### src/hw/rtl/swm_pkg.sv
// shared constants and types of the sliding window median filter
package swm_pkg;

  // default sizes
  localparam int unsigned SampleBitsDef = 32;
  localparam int unsigned WindowMaxDef  = 64;

  // width of the window size register
  localparam int unsigned CfgBits = 7;

  // entries in the result queue
  localparam int unsigned OutDepth = 2;

  // flags handed from a cell to its right-hand neighbor
  typedef struct packed {
    logic eq;   // cell holds the evicted value
    logic lw;   // after removal, entry at this place is <= new sample
  } swm_link_t;

endpackage

### src/hw/rtl/swm_cell.sv
// one cell of the sorted chain: holds one window entry in ascending order
module swm_cell #(
  parameter int unsigned SampleBits = swm_pkg::SampleBitsDef
) (
  input  logic                         clk_i,
  input  logic                         en_i,
  input  logic                         full_i,
  input  logic                         valid_i,
  input  logic signed [SampleBits-1:0] sample_i,
  input  logic signed [SampleBits-1:0] old_i,
  input  swm_pkg::swm_link_t           left_link_i,
  input  logic signed [SampleBits-1:0] left_w_i,
  input  logic signed [SampleBits-1:0] right_val_i,
  input  logic                         right_le_i,
  output logic signed [SampleBits-1:0] val_o,
  output logic                         le_o,
  output swm_pkg::swm_link_t           link_o,
  output logic signed [SampleBits-1:0] w_o
);

  logic signed [SampleBits-1:0] val_q, val_d;
  logic le, eq, evict, after, shift;

  // local compares against the new and the evicted sample
  assign le    = valid_i && (val_q <= sample_i);
  assign eq    = valid_i && (val_q == old_i);
  // the evicted entry is the leftmost one equal to the oldest value
  assign evict = full_i && eq && !left_link_i.eq;
  assign after = full_i && valid_i && ((val_q > old_i) || (eq && left_link_i.eq));
  assign shift = evict || after;

  // entry at this place once the oldest one has been removed
  assign w_o       = shift ? right_val_i : val_q;
  assign link_o.lw = shift ? right_le_i : le;
  assign link_o.eq = eq;

  // insertion of the new sample behind all entries <= it
  always_comb begin
    if (link_o.lw) begin
      val_d = w_o;
    end else if (left_link_i.lw) begin
      val_d = sample_i;
    end else begin
      val_d = left_w_i;
    end
  end

  always_ff @(posedge clk_i) begin
    if (en_i) begin
      val_q <= val_d;
    end
  end

  assign val_o = val_q;
  assign le_o  = le;

endmodule

### config.mk
export PLATFORM = sky130hd
export DESIGN_NAME = swm_cell
export DESIGN_NICKNAME = d
export VERILOG_FILES = /design/src/hw/rtl/swm_pkg.sv /design/src/hw/rtl/swm_cell.sv
export SDC_FILE = /design/constraint.sdc
export NUM_CORES = 1
export LEC_CHECK = 0
export BUFFER_PORTS_ARGS = -buffer_cell sky130_fd_sc_hd__buf_2
export CAP_MARGIN = 20
export CORE_MARGIN = 3
export CORE_UTILIZATION = 53
export CTS_BUF_LIST = sky130_fd_sc_hd__clkbuf_16
export CTS_CLUSTER_SIZE = 12
export DETAILED_ROUTE_END_ITERATION = 7
export GPL_TIMING_DRIVEN = 0
export PLACE_DENSITY = 0.88
export SLEW_MARGIN = 20
export SYNTH_ARGS = -nofsm -noshare
export SYNTH_HDL_FRONTEND = slang
export SYNTH_SLANG_ARGS = --single-unit
### constraint.sdc
create_clock -name clk_i -period 5.3 [get_ports clk_i]
set_clock_uncertainty 0.15 [all_clocks]
set_input_delay 0.53 -clock clk_i [delete_from_list [all_inputs] [get_ports clk_i]]
set_output_delay 0.53 -clock clk_i [all_outputs]
set_load 0.005 [all_outputs]
# Yosys cells after proc, flatten, opt, wreduce, memory -nomap -nowiden

Index checks and enable logic that the tools add are counted.

Register bits after elaboration: 32
Output and inout bits: 67

$lt $le $gt $ge: 2
Eq/ne operators: 1
Mux-type cells: 4
Reductions and logical operators: 10

Operators with widths:

| operator            | count |
|---|---|
| $mux W32            | 3 |
| $eq A32 B32 Y1      | 1 |
| $gt A32 B32 Y1      | 1 |
| $le A32 B32 Y1      | 1 |
| $logic_and A1 B1 Y1 | 7 |
| $logic_or A1 B1 Y1  | 2 |
| $logic_not A1 Y1    | 1 |
| $mux W1             | 1 |

# Logic depth before layout (Yosys ltp)

Depth in word-level cells: 8
Mapped depth: 13
Mapped depth without buffers: 10

# Worst setup path after synthesis

OpenSTA, ideal clock, no wires.

Path kind: input to output
Start: input port sample_i[29]
End: output port link_o[0] in the netlist's numbering
Arrival: 2.679 ns
Path slack: 1.941 ns
Stages: 13
Path buffers: 3
Path through: inv_1 > ha_1 > a21o_1 > a21o_1 > a221o_1 > a211oi_2 > or3_1 > buf_2 > and3_1 > buf_6 > buf_6 > inv_2 > mux2_2

RTL lines:

| element            | line           | RTL |
|---|---|---|
| start: declaration | swm_cell.sv:9  | `input logic signed [SampleBits-1:0] sample_i,` |
| end: declaration   | swm_cell.sv:17 | `output swm_pkg::swm_link_t link_o,` |

# Final worst setup path

Start: register val_q[11] (netlist: val_o[11])
End: output port w_o[8]

Longest elaborated chain between the ends: 7
Elaborated cells between the ends (all ways): 10
Classes of those cells: order compare: 1; eq/ne: 1; mux: 1; reduce/logical: 7

RTL lines:

| element                                                                | line           | RTL |
|---|---|---|
| start: declaration                                                     | swm_cell.sv:21 | `logic signed [SampleBits-1:0] val_q, val_d;` |
| start signal: assignment                                               | swm_cell.sv:50 | `val_q <= val_d;` |
| parallel branches: the longest is 5 deep, another holds $gt A32 B32 Y1 | n/a            |  |
| $logic_or A1 B1 Y1 (*)                                                 | swm_cell.sv:30 | `assign shift = evict \|\| after;` |
| $mux W32 (*)                                                           | swm_cell.sv:33 | `assign w_o = shift ? right_val_i : val_q;` |
| end: declaration                                                       | swm_cell.sv:18 | `output logic signed [SampleBits-1:0] w_o` |

Mark *: on every way between the ends.

==> metrics list <==
- Run status: complete, no violations
- Summed over all nets, the half-perimeter wirelength after detailed placement is 11.8 mm.
- The die covers 0.00969 mm².
- The worst path needs 4110 ps of the cycle, external delays included.
- The area growth from synthesis to layout is 27.9%.
- The worst setup path is of the flip-flop to output pin kind.
- Final Hold Viols: 0
* Number of antenna violations at the first check in global routing: 0
- Final setup TNS: 0 ps
* Router iterations before antenna repair: 5
* Post-synthesis cell type count: 42
- Antenna Nets Post-Route: 0
- The number of pins exceeding their max-slew limit in the final report is 0.
* Count of state elements after synthesis: 32
- The number of placed instances, taps included, is 836.
- Die boundary height: 98.4 µm
- The first global-routing pass estimated 23.6 mm of wire.
* Setup Fix Bufs, Post-CTS: 0
* Starting density of the core: between 50 and 60%
- At the worst endpoint, the required time is 4620 ps.
- Combinational family with the most area after synthesis: multiplexers
- The final layout contains 937 nets.
- Across the VDD grid, the largest voltage drop is approximately 0.00021 V.
- Number of levels the H-tree was split into: 2
- Area contributors post-synth: sky130_fd_sc_hd__edfxtp_1 21%, sky130_fd_sc_hd__ha_1 18%, sky130_fd_sc_hd__mux2_2 15%, sky130_fd_sc_hd__mux2i_1 7.5%, sky130_fd_sc_hd__a21oi_1 6.5%
* Synthesized netlist cell count: 533
- The number of global-route vias before repair came to 5,052.
* X dimension of the die: 98.4 µm
- For this design the static power due to leakage is 2.99 nW.
* Share of synthesized registers carrying an async set or reset: 0%
- Of the total synthesized cell area, the portion taken by AND, OR, NAND and NOR gates is 9.56%.
- Crit. End Element: output pin
- Dividing the detail-routed via count by the number of cells gives around 5.9.
* Layout fillers: 667
- For this design the top-level I/O count stands at 202.
- At the end of routability-driven placement, the weighted congestion stood at a little over 0.9.
- The number of gates resized after CTS was 0.
* Share of synthesized area spent on multiplexers: about a quarter
* Area of the core: about 0.0083 mm²
- Total detailed-routing wirelength: around 15 mm
- Summing the areas of all fa, ha and maj instances in the mapped netlist gives around 18% of the synthesized area.
- Post-Synthesis Cell Area: 0.00453 mm²
- Top_reg_cell synth: sky130_fd_sc_hd__edfxtp_1
- During placement, the flow inserted port buffers numbering just under 200.
- Along the worst path, the maximum fanout reaches 10.
* Post-CTS clock slew at the launch and capture registers of the worst setup and hold paths: 60 ps
* Post-synth net total: 732
- In the final layout, the multi-input gates occupy about 0.0031 mm².
* Flip-flop count of the largest register after layout: 32
- Most numerous cell in the Yosys netlist: sky130_fd_sc_hd__inv_1
- The critical path goes through ha_1 > nand4_1 > inv_1 > a221oi_1 > o211ai_1 > a21oi_1 > xnor2_1 > a21o_1 > buf_2 > buf_2 > mux2_2 > buf_2.
- The share of synthesized area in the top cell type comes to 21.2%.
- Leading cell types by count after synthesis: 68 x sky130_fd_sc_hd__inv_1, 64 x sky130_fd_sc_hd__ha_1, 59 x sky130_fd_sc_hd__a21oi_1, 59 x sky130_fd_sc_hd__mux2_2, 51 x sky130_fd_sc_hd__nand2_1
* Slew of the pin with the lowest slew margin: 839 ps
- The initialized floorplan defines 33 standard-cell rows.
- Library cell with the largest summed area after synthesis: sky130_fd_sc_hd__edfxtp_1
- Yosys printed 0 warnings.
- In this run, post-CTS hold repair placed 0 buffers.
* Number of vias after detailed routing: about 5,000
- Final worst hold slack: 522 ps
* Rel. slew slack: 44.1%
* Hold/Removal Path Class: primary input to flip-flop
* Finish-stage setup viols: 0
* Synthesized-area fraction occupied by ao, oa, aoi and oai cells: 18.4%
* Unrepaired setup endpoints after global routing: no
- Average wire per cell in the routed design: 17.6 µm
- For this design the ratio of total power to cell area is 266 mW/mm².
- Remaining routing DRC violations: 0
- Global routing finished with a remaining overflow of 0.
- Aggregate global-route resource usage: 29.5%
- Counting stages on the worst path, the most repeated cell is sky130_fd_sc_hd__buf_2.
- In this run, synthesis inferred 32 flip-flops with an integrated enable.
* Clock tree from TritonCTS: done
- A synthesized cell averages around 8.5 µm².
- The count of cells in the finished layout, fillers not included, comes to 844.
- CP Data Arrival Time: 3430 ps
* Pin count of the biggest net entering global routing: 33
- Count of maximum capacitance violations: 0
- Critical path's largest stage delay: roughly 490 ps
- STA classifies the critical path startpoint as a flip-flop.
- Layout cells sized above 1: 38.2%
* Number of CTS-inserted buffers: 5
* Period Utilization, post-route: between 70 and 80%
* Sinks on the clock net: 32
* Fmax achieved: 0.244 GHz
- Longest Clk Path Bufs: 2
- Max stage delay cell, worst path: sky130_fd_sc_hd__edfxtp_1
- The later pin in the worst-skew pair is clocked with a latency of 280 ps.
* Root cell of the clock tree: sky130_fd_sc_hd__clkbuf_16
- After synthesis, flip-flops and latches occupy a little over a fifth of the total area.
* Starting DRT DRC Count: 267
- The synthesized netlist devotes 0.193% of its cell area to XOR and XNOR gates.
* Footprint of the flip-flops and latches: about 960 µm²
- The repair_antennas step left the layout with diodes totalling 0.
[worst max-delay path, delay by kind of cell (launching register included)]
kind / cells / cell delay [ps]
XOR/XNOR: 1 / 130
buffers and inverters: 4 / 780
AO/OA/AOI/OAI: 4 / 840
AND/OR/NAND/NOR: 1 / 200
flip-flops: 1 / 490
adder cells (fa/ha/maj): 1 / 340
multiplexers: 1 / 360
[metrics by stage]
stage | setup slack [ps] | total power, mW | util [%] | instance area, µm²
6_report | 1190 | 1.54 | 70.1 | 5790
5_1_grt | 1030 | 1.64 | 70.1 | 5790
4_1_cts | 1210 | 1.52 | 70.1 | 5790
3_5_place_dp | 1370 | 1.24 | 68.4 | 5650
3_3_place_gp | 1350 | 1.20 | 68.4 | 5650
2_1_floorplan | 1940 | 0.934 | - | 4530
[report_power, final]
| group | switching (mW) | internal (mW) |
|---|---|---|
| sequential | 0.0687 | 0.354 |
| clock | 0.112 | 0.171 |
| combinational | 0.413 | 0.419 |
| total | 0.594 | 0.944 |
[metal layers]
metal	vias up	routed length [µm]	GRT usage, %
met2	263	7550	53.3
met4	0	442	11.7
met1	2335	5750	35.8
met5	-	0	0
li1	2362	-	-
met3	39	1080	3.26
[worst paths after layout]
kind                                      start   endpoint  slack [ps]  depth (start not counted)
worst min-delay path            right_val_i[30]  val_o[30]         520                          3
worst max-delay path                  val_o[11]     w_o[8]        1190                         12
worst max register to register        val_o[11]  val_o[10]        1860                         11
worst min register to register        val_o[22]  val_o[22]         680                          3
[logic make-up (layout without fill, tap and decap cells)]
kind of cell	Yosys count	after routing
multiplexers	98	98
AO/OA/AOI/OAI	146	146
flip-flops	32	32
buffers and inverters	102	308
XOR/XNOR	1	1
AND/OR/NAND/NOR	90	90
adder cells (fa/ha/maj)	64	64
[layout make-up]
| type | count | area share (%) |
|---|---|---|
| Timing Repair Buffer | 198 | 17.1 |
| Inverter | 69 | 4.47 |
| Tap cell | 105 | 2.27 |
| Clock buffer | 5 | 2.16 |
| Clock inverter | 3 | 0.238 |
| Sequential cell | 32 | 16.6 |
| Multi-Input combinational cell | 399 | 54.2 |
| Buffer | 33 | 2.98 |
[cell usage in the layout, fill, tap and decap left out, drive strengths merged, types with 2 or more instances in the layout]
cell type  Yosys  routed
nand4         13      13
ha            64      64
nand3          6       6
clkbuf        16      21
mux2i         34      34
a21oi         59      59
and4           2       2
o211ai         4       4
a21o           5       5
nor4           3       3
a221oi         2       2
buf           17     215
nor3           4       4
edfxtp        32      32
a221o          2       2
a31oi         30      30
nand2         51      51
clkinv         0       3
nor2           5       5
inv           69      69
mux2          64      64
o21ai         39      39
(Power assumes the default switching activity.)
