`src/hw/rtl/swm_pkg.sv`:
```
// shared constants and types of the sliding window median filter
package swm_pkg;

  // default sizes
  localparam int unsigned SampleBitsDef = 32;
  localparam int unsigned WindowMaxDef  = 64;

  // width of the window size register
  localparam int unsigned CfgBits = 7;

  // entries in the result queue
  localparam int unsigned OutDepth = 2;

  // flags handed from a cell to its right-hand neighbor
  typedef struct packed {
    logic eq;   // cell holds the evicted value
    logic lw;   // after removal, entry at this place is <= new sample
  } swm_link_t;

endpackage

```
`src/hw/rtl/swm_out_fifo.sv`:
```
// two-entry result queue between the filter and the receiver
module swm_out_fifo #(
  parameter int unsigned Width = swm_pkg::SampleBitsDef
) (
  input  logic                                    clk_i,
  input  logic                                    rst_ni,
  input  logic                                    push_i,
  input  logic [Width-1:0]                        data_i,
  input  logic                                    ready_i,
  output logic                                    valid_o,
  output logic [Width-1:0]                        data_o,
  output logic [$clog2(swm_pkg::OutDepth+1)-1:0]  cnt_o
);

  localparam int unsigned CntBits = $clog2(swm_pkg::OutDepth + 1);

  logic [Width-1:0]   mem_q [swm_pkg::OutDepth];
  logic               wr_ptr_q, rd_ptr_q;
  logic [CntBits-1:0] cnt_q, cnt_d;
  logic               pop;

  assign pop     = valid_o && ready_i;
  assign valid_o = (cnt_q != '0);
  assign data_o  = mem_q[rd_ptr_q];
  assign cnt_o   = cnt_q;

  // occupancy
  always_comb begin
    cnt_d = cnt_q;
    if (push_i && !pop) begin
      cnt_d = cnt_q + CntBits'(1);
    end else if (!push_i && pop) begin
      cnt_d = cnt_q - CntBits'(1);
    end
  end

  // pointers and occupancy count
  always_ff @(posedge clk_i or negedge rst_ni) begin
    if (!rst_ni) begin
      wr_ptr_q <= 1'b0;
      rd_ptr_q <= 1'b0;
      cnt_q    <= '0;
    end else begin
      cnt_q <= cnt_d;
      if (push_i) begin
        wr_ptr_q <= ~wr_ptr_q;
      end
      if (pop) begin
        rd_ptr_q <= ~rd_ptr_q;
      end
    end
  end

  // storage
  always_ff @(posedge clk_i) begin
    if (push_i) begin
      mem_q[wr_ptr_q] <= data_i;
    end
  end

endmodule

```
`config.mk`:
```
export PLATFORM = sky130hd
export DESIGN_NAME = swm_out_fifo
export DESIGN_NICKNAME = d
export VERILOG_FILES = /design/src/hw/rtl/swm_pkg.sv /design/src/hw/rtl/swm_out_fifo.sv
export SDC_FILE = /design/constraint.sdc
export NUM_CORES = 1
export LEC_CHECK = 0
export BUFFER_PORTS_ARGS = -buffer_cell sky130_fd_sc_hd__buf_2
export CAP_MARGIN = 20
export CORE_MARGIN = 3
export CORE_UTILIZATION = 46
export CTS_CLUSTER_DIAMETER = 50
export DETAILED_ROUTE_END_ITERATION = 8
export PLACE_DENSITY = 0.74
export SYNTH_ARGS = -nofsm -noshare
export SYNTH_HDL_FRONTEND = slang
export SYNTH_SLANG_ARGS = --single-unit
```
`constraint.sdc`:
```
create_clock -name clk_i -period 2.45 [get_ports clk_i]
set_clock_uncertainty 0.15 [all_clocks]
set_input_delay 0 -clock clk_i [delete_from_list [all_inputs] [get_ports clk_i]]
set_output_delay 0 -clock clk_i [all_outputs]
set_load 0.005 [all_outputs]
```
### Word-level counts from Yosys, hierarchy flattened

Memory sizes are Yosys's and may differ from the RTL's.
Index checks and enable logic that the tools add are counted.

| storage, ports and cells | value |
|---|---|
| flip-flop bits (word level) | 4 |
| ROM bits | 0 |
| output and inout port bits | 35 |
| input bits | 36 |
| word-level logic and storage cells | 19 |
| latch bits | 0 |
| RAM bits | 64 |
| memories kept | 1 |

Memories:

| memory | words | width | rd ports | clocked after memory_dff | write ports | line | text |
|---|---|---|---|---|---|---|---|
| mem_q | 2 | 32 | 1 | 0 | 1 | swm_out_fifo.sv:17 | `logic [Width-1:0] mem_q [swm_pkg::OutDepth];` |

| operators by class | value |
|---|---|
| reduce and logical (&&, ||, !) cells | 7 |
| add/subtract/negate cells | 2 |
| eq/ne operators | 0 |
| div/mod/pow operators | 0 |
| shift-type cells | 0 |
| mux-type cells | 4 |
| $lt $le $gt $ge | 0 |
| bitwise operators | 2 |
| $mul | 0 |

Operators by type and width:

| kind | number |
|---|---|
| $mux 2 | 2 |
| $reduce_bool 2->1 | 2 |
| $logic_and 1x1->1 | 3 |
| $add 2x1->2 const B | 1 |
| $logic_not 1->1 | 2 |
| $mux 1 | 2 |
| $not 1->1 | 2 |
| $sub 2x1->2 const B | 1 |

### Longest topological paths before layout

Gate-level depths: netlist (run 1).

| logic depth | value |
|---|---|
| depth in word-level cells | 5 |
| mapped depth | 6 |
| gate-level depth less buffers | 6 |

### Worst setup path after synthesis (run 1)

Ideal clock, no wire load.

| timing | value |
|---|---|
| kind | register to register |
| start point | reg wr_ptr_q |
| end point | mem mem_q[0][0] (netlist name) (enable) |
| path slack | 0.034 ns |
| arrival | 1.841 ns |
| cell stages (with the launch flop) | 2 |
| required time | 1.875 ns |
| period minus slack after synthesis | 2.416 ns |
| library setup time | 0.425 ns |
| path buffers | 0 |
| cell sequence | dfrtp_1 > nor2b_1 |

RTL lines:

| element | line | text |
|---|---|---|
| from (decl) | swm_out_fifo.sv:18 | `logic wr_ptr_q, rd_ptr_q;` |
| from (signal assigned) | swm_out_fifo.sv:46 | `wr_ptr_q <= ~wr_ptr_q;` |
| to (decl) | swm_out_fifo.sv:17 |  |

No word-level cell before the write port.

### Worst setup path after layout (run 1)

| timing | value |
|---|---|
| start point | reg rd_ptr_q |
| end point | out data_o[24] |

| on the way | value |
|---|---|
| word-level cells in the longest chain between the ends | 1 |

RTL lines:

| element | line | text |
|---|---|---|
| from (decl) | swm_out_fifo.sv:18 |  |
| from (signal assigned) | swm_out_fifo.sv:49 | `rd_ptr_q <= ~rd_ptr_q;` |
| $mem_v2 2x32 | n/a |  |
| to (decl) | swm_out_fifo.sv:11 | `output logic [Width-1:0] data_o,` |

No other way between the ends.

==> results of run 1 <==
## sequential cells by signal, summed over array words and instances, names as in the netlist
signal / cells
rd_ptr_q: 1
wr_ptr_q: 1
mem_q: 64
cnt_o: 2
## per-layer routing
layer | GRT usage | share of wire | up-vias
li1 | - | - | 679
met1 | 0.172 | 0.38 | 682
met2 | 0.294 | 0.56 | 51
met3 | 0.0318 | 0.051 | 8
met4 | 0.0748 | 0.013 | 0
met5 | 0 | 0 | -
## how the worst max path moves through the flow
stage / slack, ns / from / cells after the start / endpoint
finish: 0.63 / rd_ptr_q / 3 / data_o[24]
global route: 0.55 / rd_ptr_q / 3 / data_o[20]
CTS: 0.59 / rd_ptr_q / 3 / data_o[10]
detailed placement: 0.84 / cnt_o[0] / 5 / cnt_o[1]
global placement: 0.95 / cnt_o[0] / 6 / cnt_o[1]
floorplan: 0.03 / wr_ptr_q / 1 / mem_q[0][0]
## power by group through the flow
stage	combinational, mW	sequential, mW	clock [mW]
4_1_cts	1.16	1.69	0.825
3_5_place_dp	1.11	1.71	0
5_1_grt	1.23	1.72	0.874
2_1_floorplan	0.837	1.64	0
6_report	1.14	1.69	0.803
3_3_place_gp	1.08	1.69	0
## final cells by class
type	instances	share of cell area
Sequential cell	68	0.561
Timing Repair Buffer	110	0.212
Multi-Input combinational cell	43	0.155
Clock buffer	9	0.0344
Tap cell	70	0.0243
Clock inverter	5	0.0125
## per-stage QoR
stage,cells,cell area [sq um],setup WS [ns],hold WS (ns),utilization
2_1_floorplan,115,2650,0.0336,-0.446,-
3_3_place_gp,255,3080,0.954,-0.345,0.576
3_5_place_dp,255,3080,0.841,-0.341,0.576
4_1_cts,305,3600,0.591,0.223,0.676
5_1_grt,305,3600,0.553,0.252,0.676
6_report,305,3600,0.629,0.253,0.676
## cell usage in the layout (no fill, tap or decap)
cell,instances
dlygate4sd3_1,36
dfrtp_1,3
clkbuf_8,9
mux2_2,3
ha_1,1
buf_12,2
nand2_1,1
xnor2_1,2
edfxtp_1,64
and2_1,1
dfrtp_2,1
bufinv_16,1
clkinv_1,4
nor2_1,1
xor2_1,3
nor2b_4,1
mux2_4,29
buf_4,2
buf_2,70
or2_1,1
## kinds of logic after synthesis
group | Yosys count | share of synthesized area
multiplexers | 32 | 0.177
adder cells (fa/ha/maj) | 1 | 0.00473
buffers and inverters | 4 | 0.0270
flip-flops | 68 | 0.764
AND/OR/NAND/NOR | 5 | 0.00994
XOR/XNOR | 5 | 0.0166
## worst max-delay path, stage by stage, from the launching register on
cell,delay (ns)
dfrtp_2,0.63
buf_12,0.25
mux2_4,0.32
buf_2,0.13
==> run summary, run 1 <==
### Placement
* **detailed placement HPWL** 2.98 mm
* **number of input and output port buffers inserted** 70
* **global placer's final weighted congestion** 0.656

### Logic synthesis
* **main flop type after synthesis** edfxtp_1
* **most frequent cell after synthesis** edfxtp_1
* **synthesized area per cell** 23.0 sq um
* **biggest area consumer among synthesized cells** edfxtp_1
* **Cell Area, Synth** 2650 sq um
* **Syn. warnings** 0
* **leading post-synthesis cells by instance count** edfxtp_1 (64), mux2_4 (29), dfrtp_1 (4)
* **area share of the leading cell type in the synthesized netlist** 0.727
* **synthesized net count** 152
* **fraction of the yosys area taken by sequential cells** 0.764
* **asr flop ratio synth** 0.0588
* **cell count after synthesis** 115
* **number of flops mapped to enable cells by yosys** 64
* **number of distinct standard cells referenced by the synthesized netlist** 14
* **top cells by area in the synthesized netlist** edfxtp_1 (73%), mux2_4 (16%), dfrtp_1 (3.8%), buf_12 (2.3%), mux2_2 (1.3%)
* **number of synthesized register bits** 68

### STA
* **final sum of negative setup slack** 0 ns
* **number of failing setup endpoints in the final timing report** 0
* **portion of the clock cycle consumed by the worst path in the final layout** 0.743
* **number of slew-limit violations in the final report** 0
* **unrepaired setup endpoints after global routing** no
* **Max-Slew Margin vs Limit** 0.686
* **actual transition at the worst max-transition pin** 0.470 ns
* **Min Clock Period, post-route** 1.82 ns
* **Max Clock Freq** 549 MHz
* **number of hold violations in the final report** 0

### Clocking
* **CTS-repair resized insts** 0
* **TritonCTS buffer count** 9
* **H-tree depth reported by CTS** 3
* **buffers inserted by post-CTS timing repair** 0
* **sinks on the clock net** 68
* **CTS tree** yes
* **clock tree root buffer cell** clkbuf_8
* **clock insertion delay at the later pin of the skew report** 0.32 ns
* **CTS clk-pin slew, worst paths** 0.07 ns
* **hold bufs inserted after CTS** 36
* **maximum root-to-sink buffer count** 2

### Die
* **core footprint** 5340 sq um
* **number of placement rows** 26
* **Starting Density** 0.496
* **y dimension of the die** 81.8 microns
* **area of the die** 6700 sq um
* **number of placed I/O pins** 71
* **die extent in x** 81.8 microns

### Layout
* **P&R area growth vs syn** 36.3%
* **number of filler instances in the final layout** 383
* **share of post-route cells with drive strength above 1** 0.502
* **multi-input logic area** 559 sq um
* **antenna cell count** 0
* **number of nets in the final layout** 269
* **Storage cell area** 2020 sq um

### Setup path
* **critical register-to-register path endpoint** cnt_o[1]
* **CP max FO** 20
* **Setup crit start kind** register
* **startpoint of the most critical register-to-register path** cnt_o[0]
* **category of the most critical setup path** reg2out
* **required time of the critical path** 2.30 ns
* **setup slack, reg-to-reg** 0.79 ns
* **category of the worst setup path capture point** output port
* **depth of the most critical reg-to-reg path** 5
* **data arrival time of the worst path** 1.67 ns

### Drt
* **number of nets with antenna violations after detailed routing** 0
* **initial DRC count** 46
* **total vias in the final route** 1420
* **number of design rule violations left after detail routing** 0
* **via density per instance** 4.66
* **sum of routed wire length over all layers** 4.75 mm
* **1st-pass router iterations** 4
* **final routed wire length divided by cell count** 15.6 microns

### Hold path
* **worst min-delay path startpoint** data_i[22]
* **hold worst-path end** mem_q[1][22]
* **worst min-delay path category** in2reg
* **Min-Delay Path Depth** 2

### Power
* **share of power burned in combinational logic** 0.313
* **power share of the clock group** 0.221
* **sequential group share of total power** 0.466
* **fraction of power spent switching nets** 0.262
* **pwr/cell area** 1010 nW/um^2
* **Peak supply drop** 0.000829 V
* **P_int** 2.68 mW
* **sum of internal, switching and leakage power** 3.63 mW
* **sw power** 0.952 mW
* **static power due to leakage** 1.48 nW

### Global route
* **number of antenna violations at the first check in global routing** 0
* **pin count of the biggest net entering global routing** 21
* **remaining global-route overflow** 0
* **overall fraction of global-route tracks in use** 0.159
* **wire length of the first global-routing pass** 7.52 mm
* **vias in the first global route** 1557

### Outcome
* **outcome** finished clean

### Job
* **number of max-capacitance violations reported** 0

(Power assumes the default switching activity.)
==> run 2, diff against run 1 <==
Settings changed: CORE_UTILIZATION 46 to 51, PLACE_DENSITY 0.74 to 0.78.
Clock period 2.45 ns to 1.7 ns, I/O delays scaled along.
==> run summary, run 2 (synthesized netlist as in run 1, its figures left out) <==
### Drt
* **via density per instance** 4.67, was 4.66
* **sum of routed wire length over all layers** 4.70 mm, was 4.75 mm
* **total vias in the final route** 1429, was 1420
* **number of design rule violations left after detail routing** 0, unchanged
* **initial DRC count** 77, was 46
* **number of nets with antenna violations after detailed routing** 0, unchanged
* **final routed wire length divided by cell count** 15.3 microns, was 15.6 microns
* **1st-pass router iterations** 4, unchanged

### Global route
* **vias in the first global route** 1616, was 1557
* **met1 usage** 0.177, was 0.172
* **wire length of the first global-routing pass** 7.67 mm, was 7.52 mm
* **met3 global-route usage** 0.0424, was 0.0318
* **overall fraction of global-route tracks in use** 0.170, was 0.159
* **global-route met2 utilization** 0.311, was 0.294
* **pin count of the biggest net entering global routing** 18, was 21
* **number of antenna violations at the first check in global routing** 0, unchanged
* **Most Crowded Layer GR** met2, unchanged
* **remaining global-route overflow** 0, unchanged

### Layout
* **post-route design area** 3590 sq um, was 3600 sq um
* **final cell count without fillers** 306, was 305
* **number of nets in the final layout** 271, was 269
* **commonest non-fill, non-tap cells in the layout** buf_2 (70), edfxtp_1 (64), dlygate4sd3_1 (36), unchanged
* **flip-flop count of the largest register, all copies and words added** 64, unchanged
* **P&R area growth vs syn** 35.6%, was 36.3%
* **Most flops, register** mem_q, unchanged
* **most common cell after layout, fill and taps aside** buf_2, unchanged
* **antenna cell count** 0, unchanged
* **share of post-route cells with drive strength above 1** 0.506, was 0.502
* **Final Util** 0.735, was 0.676

### Outcome
* **outcome** finished clean, unchanged

### Setup path
* **cell type of the slowest stage on the worst timing path** dfrtp_1, was dfrtp_2
* **required time of the critical path** 1.75 ns, was 2.30 ns
* **cell occurring most often along the worst timing path** xor2_1
* **CP max FO** 4, was 20
* **maximum cell stage delay along the critical path** 0.43 ns, was 0.63 ns
* **data arrival time of the worst path** 1.66 ns, was 1.67 ns
* **category of the worst setup path capture point** register, was output port
* **Setup crit start kind** register, unchanged
* **category of the most critical setup path** reg2reg, was reg2out
* **CP Cell Sequence** or2_1 -> nand2_1 -> ha_1 -> xor2_1 -> nor2_1 -> xor2_1, was buf_12 -> mux2_4 -> buf_2

### Clocking
* **sinks on the clock net** 68, unchanged
* **H-tree depth reported by CTS** 3, unchanged
* **clock tree root buffer cell** clkbuf_8, unchanged
* **CTS clk-pin slew, worst paths** 0.07 ns, about the same
* **CTS tree** yes, unchanged
* **clock insertion delay at the later pin of the skew report** 0.32 ns, about the same
* **TritonCTS buffer count** 9, unchanged
* **maximum root-to-sink buffer count** 2, unchanged

### STA
* **Max Clock Freq** 623 MHz
* **number of failing setup endpoints in the final timing report** 0, unchanged
* **unrepaired setup endpoints after global routing** no, unchanged
* **final sum of negative setup slack** 0 ns, unchanged
* **number of hold violations in the final report** 0, unchanged
* **worst setup slack after layout** 0.0947 ns, was 0.629 ns
* **number of slew-limit violations in the final report** 0, unchanged
* **actual transition at the worst max-transition pin** 0.256 ns, was 0.470 ns
* **portion of the clock cycle consumed by the worst path in the final layout** 0.944
* **Min Clock Period, post-route** 1.61 ns
* **Worst Hold Margin** 0.251 ns, was 0.253 ns
* **Max-Slew Margin vs Limit** 0.829, was 0.686

### Placement
* **number of cells in the design after placement** 254, was 255
* **Post-DP Area** 3060 sq um, was 3080 sq um
* **worst setup slack after placement** 0.124 ns, was 0.841 ns
* **number of input and output port buffers inserted** 70, unchanged
* **global placer's final weighted congestion** 0.633, was 0.656
* **detailed placement HPWL** 3.05 mm, was 2.98 mm

### Hold path
* **worst min-delay path category** in2reg, unchanged

### Die
* **area of the die** 6090 sq um, was 6700 sq um
* **number of placed I/O pins** 71, unchanged
* **number of placement rows** 25, was 26
* **die extent in x** 78.0 microns, was 81.8 microns
* **Starting Density** 0.542, was 0.496
* **core footprint** 4880 sq um, was 5340 sq um
* **y dimension of the die** 78.0 microns, was 81.8 microns

### Job
* **number of max-capacitance violations reported** 0, unchanged

### Power
* **Peak supply drop** 0.000885 V, was 0.000829 V
* **pwr/cell area** 1430 nW/um^2, was 1010 nW/um^2
* **static power due to leakage** 1.48 nW, about the same
* **sum of internal, switching and leakage power** 5.11 mW, was 3.63 mW

run 2: repair_timing:
action	4_1_cts	5_1_grt
endpoints found under the hold margin	71	0
hold buffers	36	0
resized for setup	1	2
pin swaps	0	0
setup endpoints to repair	4	11
gates cloned	0	0
setup buffers	0	0
run 2: worst paths after layout:
check,slack [ns],startpoint,end,cells past startpoint
setup / recovery,0.09,cnt_o[0],cnt_o[1],6
hold / removal,0.25,data_i[7],mem_q[1][7],2
setup reg to reg,0.09,cnt_o[0],cnt_o[1],6
hold reg to reg,0.35,cnt_o[1],cnt_o[1],1
max in group asynchronous,0.80,rst_ni,rd_ptr_q,3
min in group asynchronous,0.41,rst_ni,cnt_o[0],3
run 2: layout make-up:
| cell class | instances | area, sq um |
|---|---|---|
| clock buffers | 12 | 135 |
| clock inverters | 4 | 16.3 |
| fillers | 324 | 1290 |
| multi-input cells | 43 | 561 |
| flip-flops and latches | 68 | 2020 |
| well taps | 67 | 83.8 |
| repair buffers | 112 | 767 |
run 2: routing by layer:
metal	wire (microns)	part of all wire
met1	1760	0.37
met2	2690	0.57
met3	190	0.040
met4	59	0.013
met5	0	0
run 2: where the power goes:
part / switching [mW] / total, mW / internal (mW)
Clock: 0.523 / 1.04 / 0.514
Sequential: 0.139 / 2.37 / 2.24
Combinational: 0.714 / 1.70 / 0.984
run 2: critical path, delay by kind of cell, from the launching register on:
| family | cells | cell delay, ns |
|---|---|---|
| and+or+nand+nor | 3 | 0.44 |
| DFF | 1 | 0.43 |
| xor gates and xnor gates | 2 | 0.29 |
| adders and majority gates | 1 | 0.17 |
==> run 3, diff against run 2 <==
Settings changed: PLACE_DENSITY 0.78 to 0.86, TNS_END_PERCENT set to 10.
==> run summary, run 3 (synthesized netlist as in run 1, its figures left out) <==
### Outcome
* **outcome** finished clean, unchanged

### Setup path
* **category of the most critical setup path** reg2reg, unchanged
* **cell type of the slowest stage on the worst timing path** dfrtp_1, unchanged
* **maximum cell stage delay along the critical path** 0.42 ns, was 0.43 ns
* **CP Cell Sequence** or2_1 -> nand2_1 -> ha_1 -> nor2_1 -> xor2_1, was or2_1 -> nand2_1 -> ha_1 -> xor2_1 -> nor2_1 -> xor2_1
* **category of the worst setup path capture point** register, unchanged
* **data arrival time of the worst path** 1.66 ns, about the same
* **required time of the critical path** 1.80 ns, was 1.75 ns
* **Setup crit start kind** register, unchanged
* **CP max FO** 4, unchanged

### STA
* **number of hold violations in the final report** 0, unchanged
* **Max Clock Freq** 638 MHz, was 623 MHz
* **Min Clock Period, post-route** 1.57 ns, was 1.61 ns
* **actual transition at the worst max-transition pin** 0.266 ns, was 0.256 ns
* **final sum of negative setup slack** 0 ns, unchanged
* **Max-Slew Margin vs Limit** 0.823, was 0.829
* **number of slew-limit violations in the final report** 0, unchanged
* **portion of the clock cycle consumed by the worst path in the final layout** 0.922, was 0.944
* **number of failing setup endpoints in the final timing report** 0, unchanged
* **unrepaired setup endpoints after global routing** no, unchanged

### Clocking
* **clock tree root buffer cell** clkbuf_8, unchanged
* **sinks on the clock net** 68, unchanged
* **H-tree depth reported by CTS** 3, unchanged
* **hold bufs inserted after CTS** 36, unchanged
* **buffers inserted by post-CTS timing repair** 0, unchanged
* **TritonCTS buffer count** 9, unchanged
* **CTS clk-pin slew, worst paths** 0.06 ns, was 0.07 ns
* **clock insertion delay at the later pin of the skew report** 0.32 ns, about the same
* **maximum root-to-sink buffer count** 2, unchanged
* **CTS tree** yes, unchanged
* **CTS-repair resized insts** 0, was 1

### Die
* **y dimension of the die** 78.0 microns, unchanged
* **area of the die** 6090 sq um, unchanged
* **core footprint** 4880 sq um, unchanged
* **number of placed I/O pins** 71, unchanged
* **die extent in x** 78.0 microns, unchanged
* **number of placement rows** 25, unchanged
* **Starting Density** 0.542, unchanged

### Placement
* **number of cells in the design after placement** 254, unchanged
* **Post-DP Area** 3090 sq um, was 3060 sq um
* **global placer's final weighted congestion** 0.702, was 0.633
* **detailed placement HPWL** 2.93 mm, was 3.05 mm
* **number of input and output port buffers inserted** 70, unchanged

### Hold path
* **worst min-delay path category** in2reg, unchanged

### Drt
* **number of design rule violations left after detail routing** 0, unchanged
* **number of nets with antenna violations after detailed routing** 0, unchanged
* **via density per instance** 4.77, was 4.67
* **total vias in the final route** 1461, was 1429
* **initial DRC count** 45, was 77
* **1st-pass router iterations** 4, unchanged
* **sum of routed wire length over all layers** 4.81 mm, was 4.70 mm
* **final routed wire length divided by cell count** 15.7 microns, was 15.3 microns

### Power
* **sw power** 1.38 mW, about the same
* **Peak supply drop** 0.000892 V, was 0.000885 V
* **fraction of power spent switching nets** 0.269, about the same
* **share of power burned in combinational logic** 0.341, was 0.332
* **static power due to leakage** 1.48 nW, about the same
* **pwr/cell area** 1430 nW/um^2, about the same
* **sequential group share of total power** 0.459, was 0.465
* **power share of the clock group** 0.200, was 0.203
* **P_int** 3.76 mW, was 3.73 mW

### Layout
* **most common cell after layout, fill and taps aside** buf_2, unchanged
* **Final Util** 0.737, was 0.735
* **final cell count without fillers** 306, unchanged
* **P&R area growth vs syn** 36.0%, was 35.6%
* **share of post-route cells with drive strength above 1** 0.502, was 0.506
* **flip-flop count of the largest register, all copies and words added** 64, unchanged
* **Most flops, register** mem_q, unchanged
* **number of nets in the final layout** 271, unchanged
* **antenna cell count** 0, unchanged
* **number of filler instances in the final layout** 322, was 324
* **commonest non-fill, non-tap cells in the layout** buf_2 (70), edfxtp_1 (64), dlygate4sd3_1 (36), unchanged
* **post-route design area** 3600 sq um, was 3590 sq um

### Job
* **number of max-capacitance violations reported** 0, unchanged

### Global route
* **overall fraction of global-route tracks in use** 0.170, about the same
* **remaining global-route overflow** 0, unchanged
* **wire length of the first global-routing pass** 7.76 mm, was 7.67 mm
* **number of antenna violations at the first check in global routing** 0, unchanged
* **vias in the first global route** 1617, was 1616
* **pin count of the biggest net entering global routing** 26, was 18

run 3: path summary, 6_finish.rpt:
| check | start | end | slack (ns) | cells past startpoint |
|---|---|---|---|---|
| worst min register to register | cnt_o[1] | cnt_o[1] | 0.34 | 1 |
| worst max register to register | cnt_o[0] | cnt_o[1] | 0.13 | 5 |
| max in group asynchronous | rst_ni | rd_ptr_q | 0.79 | 3 |
| worst max-delay path | cnt_o[0] | cnt_o[1] | 0.13 | 5 |
| min in group asynchronous | rst_ni | cnt_o[0] | 0.42 | 3 |
| worst min-delay path | data_i[18] | mem_q[0][18] | 0.25 | 2 |
run 3: power by group through the flow:
stage | Combinational, mW | Clock [mW] | Sequential [mW]
global route | 1.89 | 1.14 | 2.39
global placement | 1.67 | 0 | 2.37
floorplan | 1.21 | 0 | 2.36
finish | 1.75 | 1.03 | 2.36
detailed placement | 1.69 | 0 | 2.39
CTS | 1.76 | 1.06 | 2.36
run 3: cell type report:
| cell class | instances | area (sq um) | share of cell area |
|---|---|---|---|
| multi-input cells | 43 | 559 | 0.155 |
| well taps | 67 | 83.8 | 0.0233 |
| flip-flops and latches | 68 | 2020 | 0.562 |
| repair buffers | 112 | 781 | 0.217 |
| clock buffers | 12 | 135 | 0.0376 |
| clock inverters | 4 | 16.3 | 0.00452 |
run 3: stage by stage:
step                hold slack [ns]  worst slack [ns]  total power, mW
floorplan                    -0.446           -0.0641             3.57
global placement             -0.338             0.200             4.03
detailed placement           -0.336             0.147             4.08
CTS                           0.234             0.101             5.18
global route                  0.228            0.0469             5.42
finish                        0.253             0.132             5.14
run 3: layer usage:
| layer | up-vias | global-route usage | part of all wire |
|---|---|---|---|
| li1 | 683 | - | - |
| met1 | 700 | 0.197 | 0.40 |
| met2 | 73 | 0.294 | 0.52 |
| met3 | 5 | 0.0654 | 0.078 |
| met4 | 0 | 0.0490 | 0.0048 |
| met5 | - | 0 | 0 |
run 3: worst max-delay path, delay by kind of cell (launching register included):
kind | cells | cell delay, ns
fa+ha+maj | 1 | 0.26
xor+xnor | 1 | 0.15
flops | 1 | 0.42
simple gates | 3 | 0.51
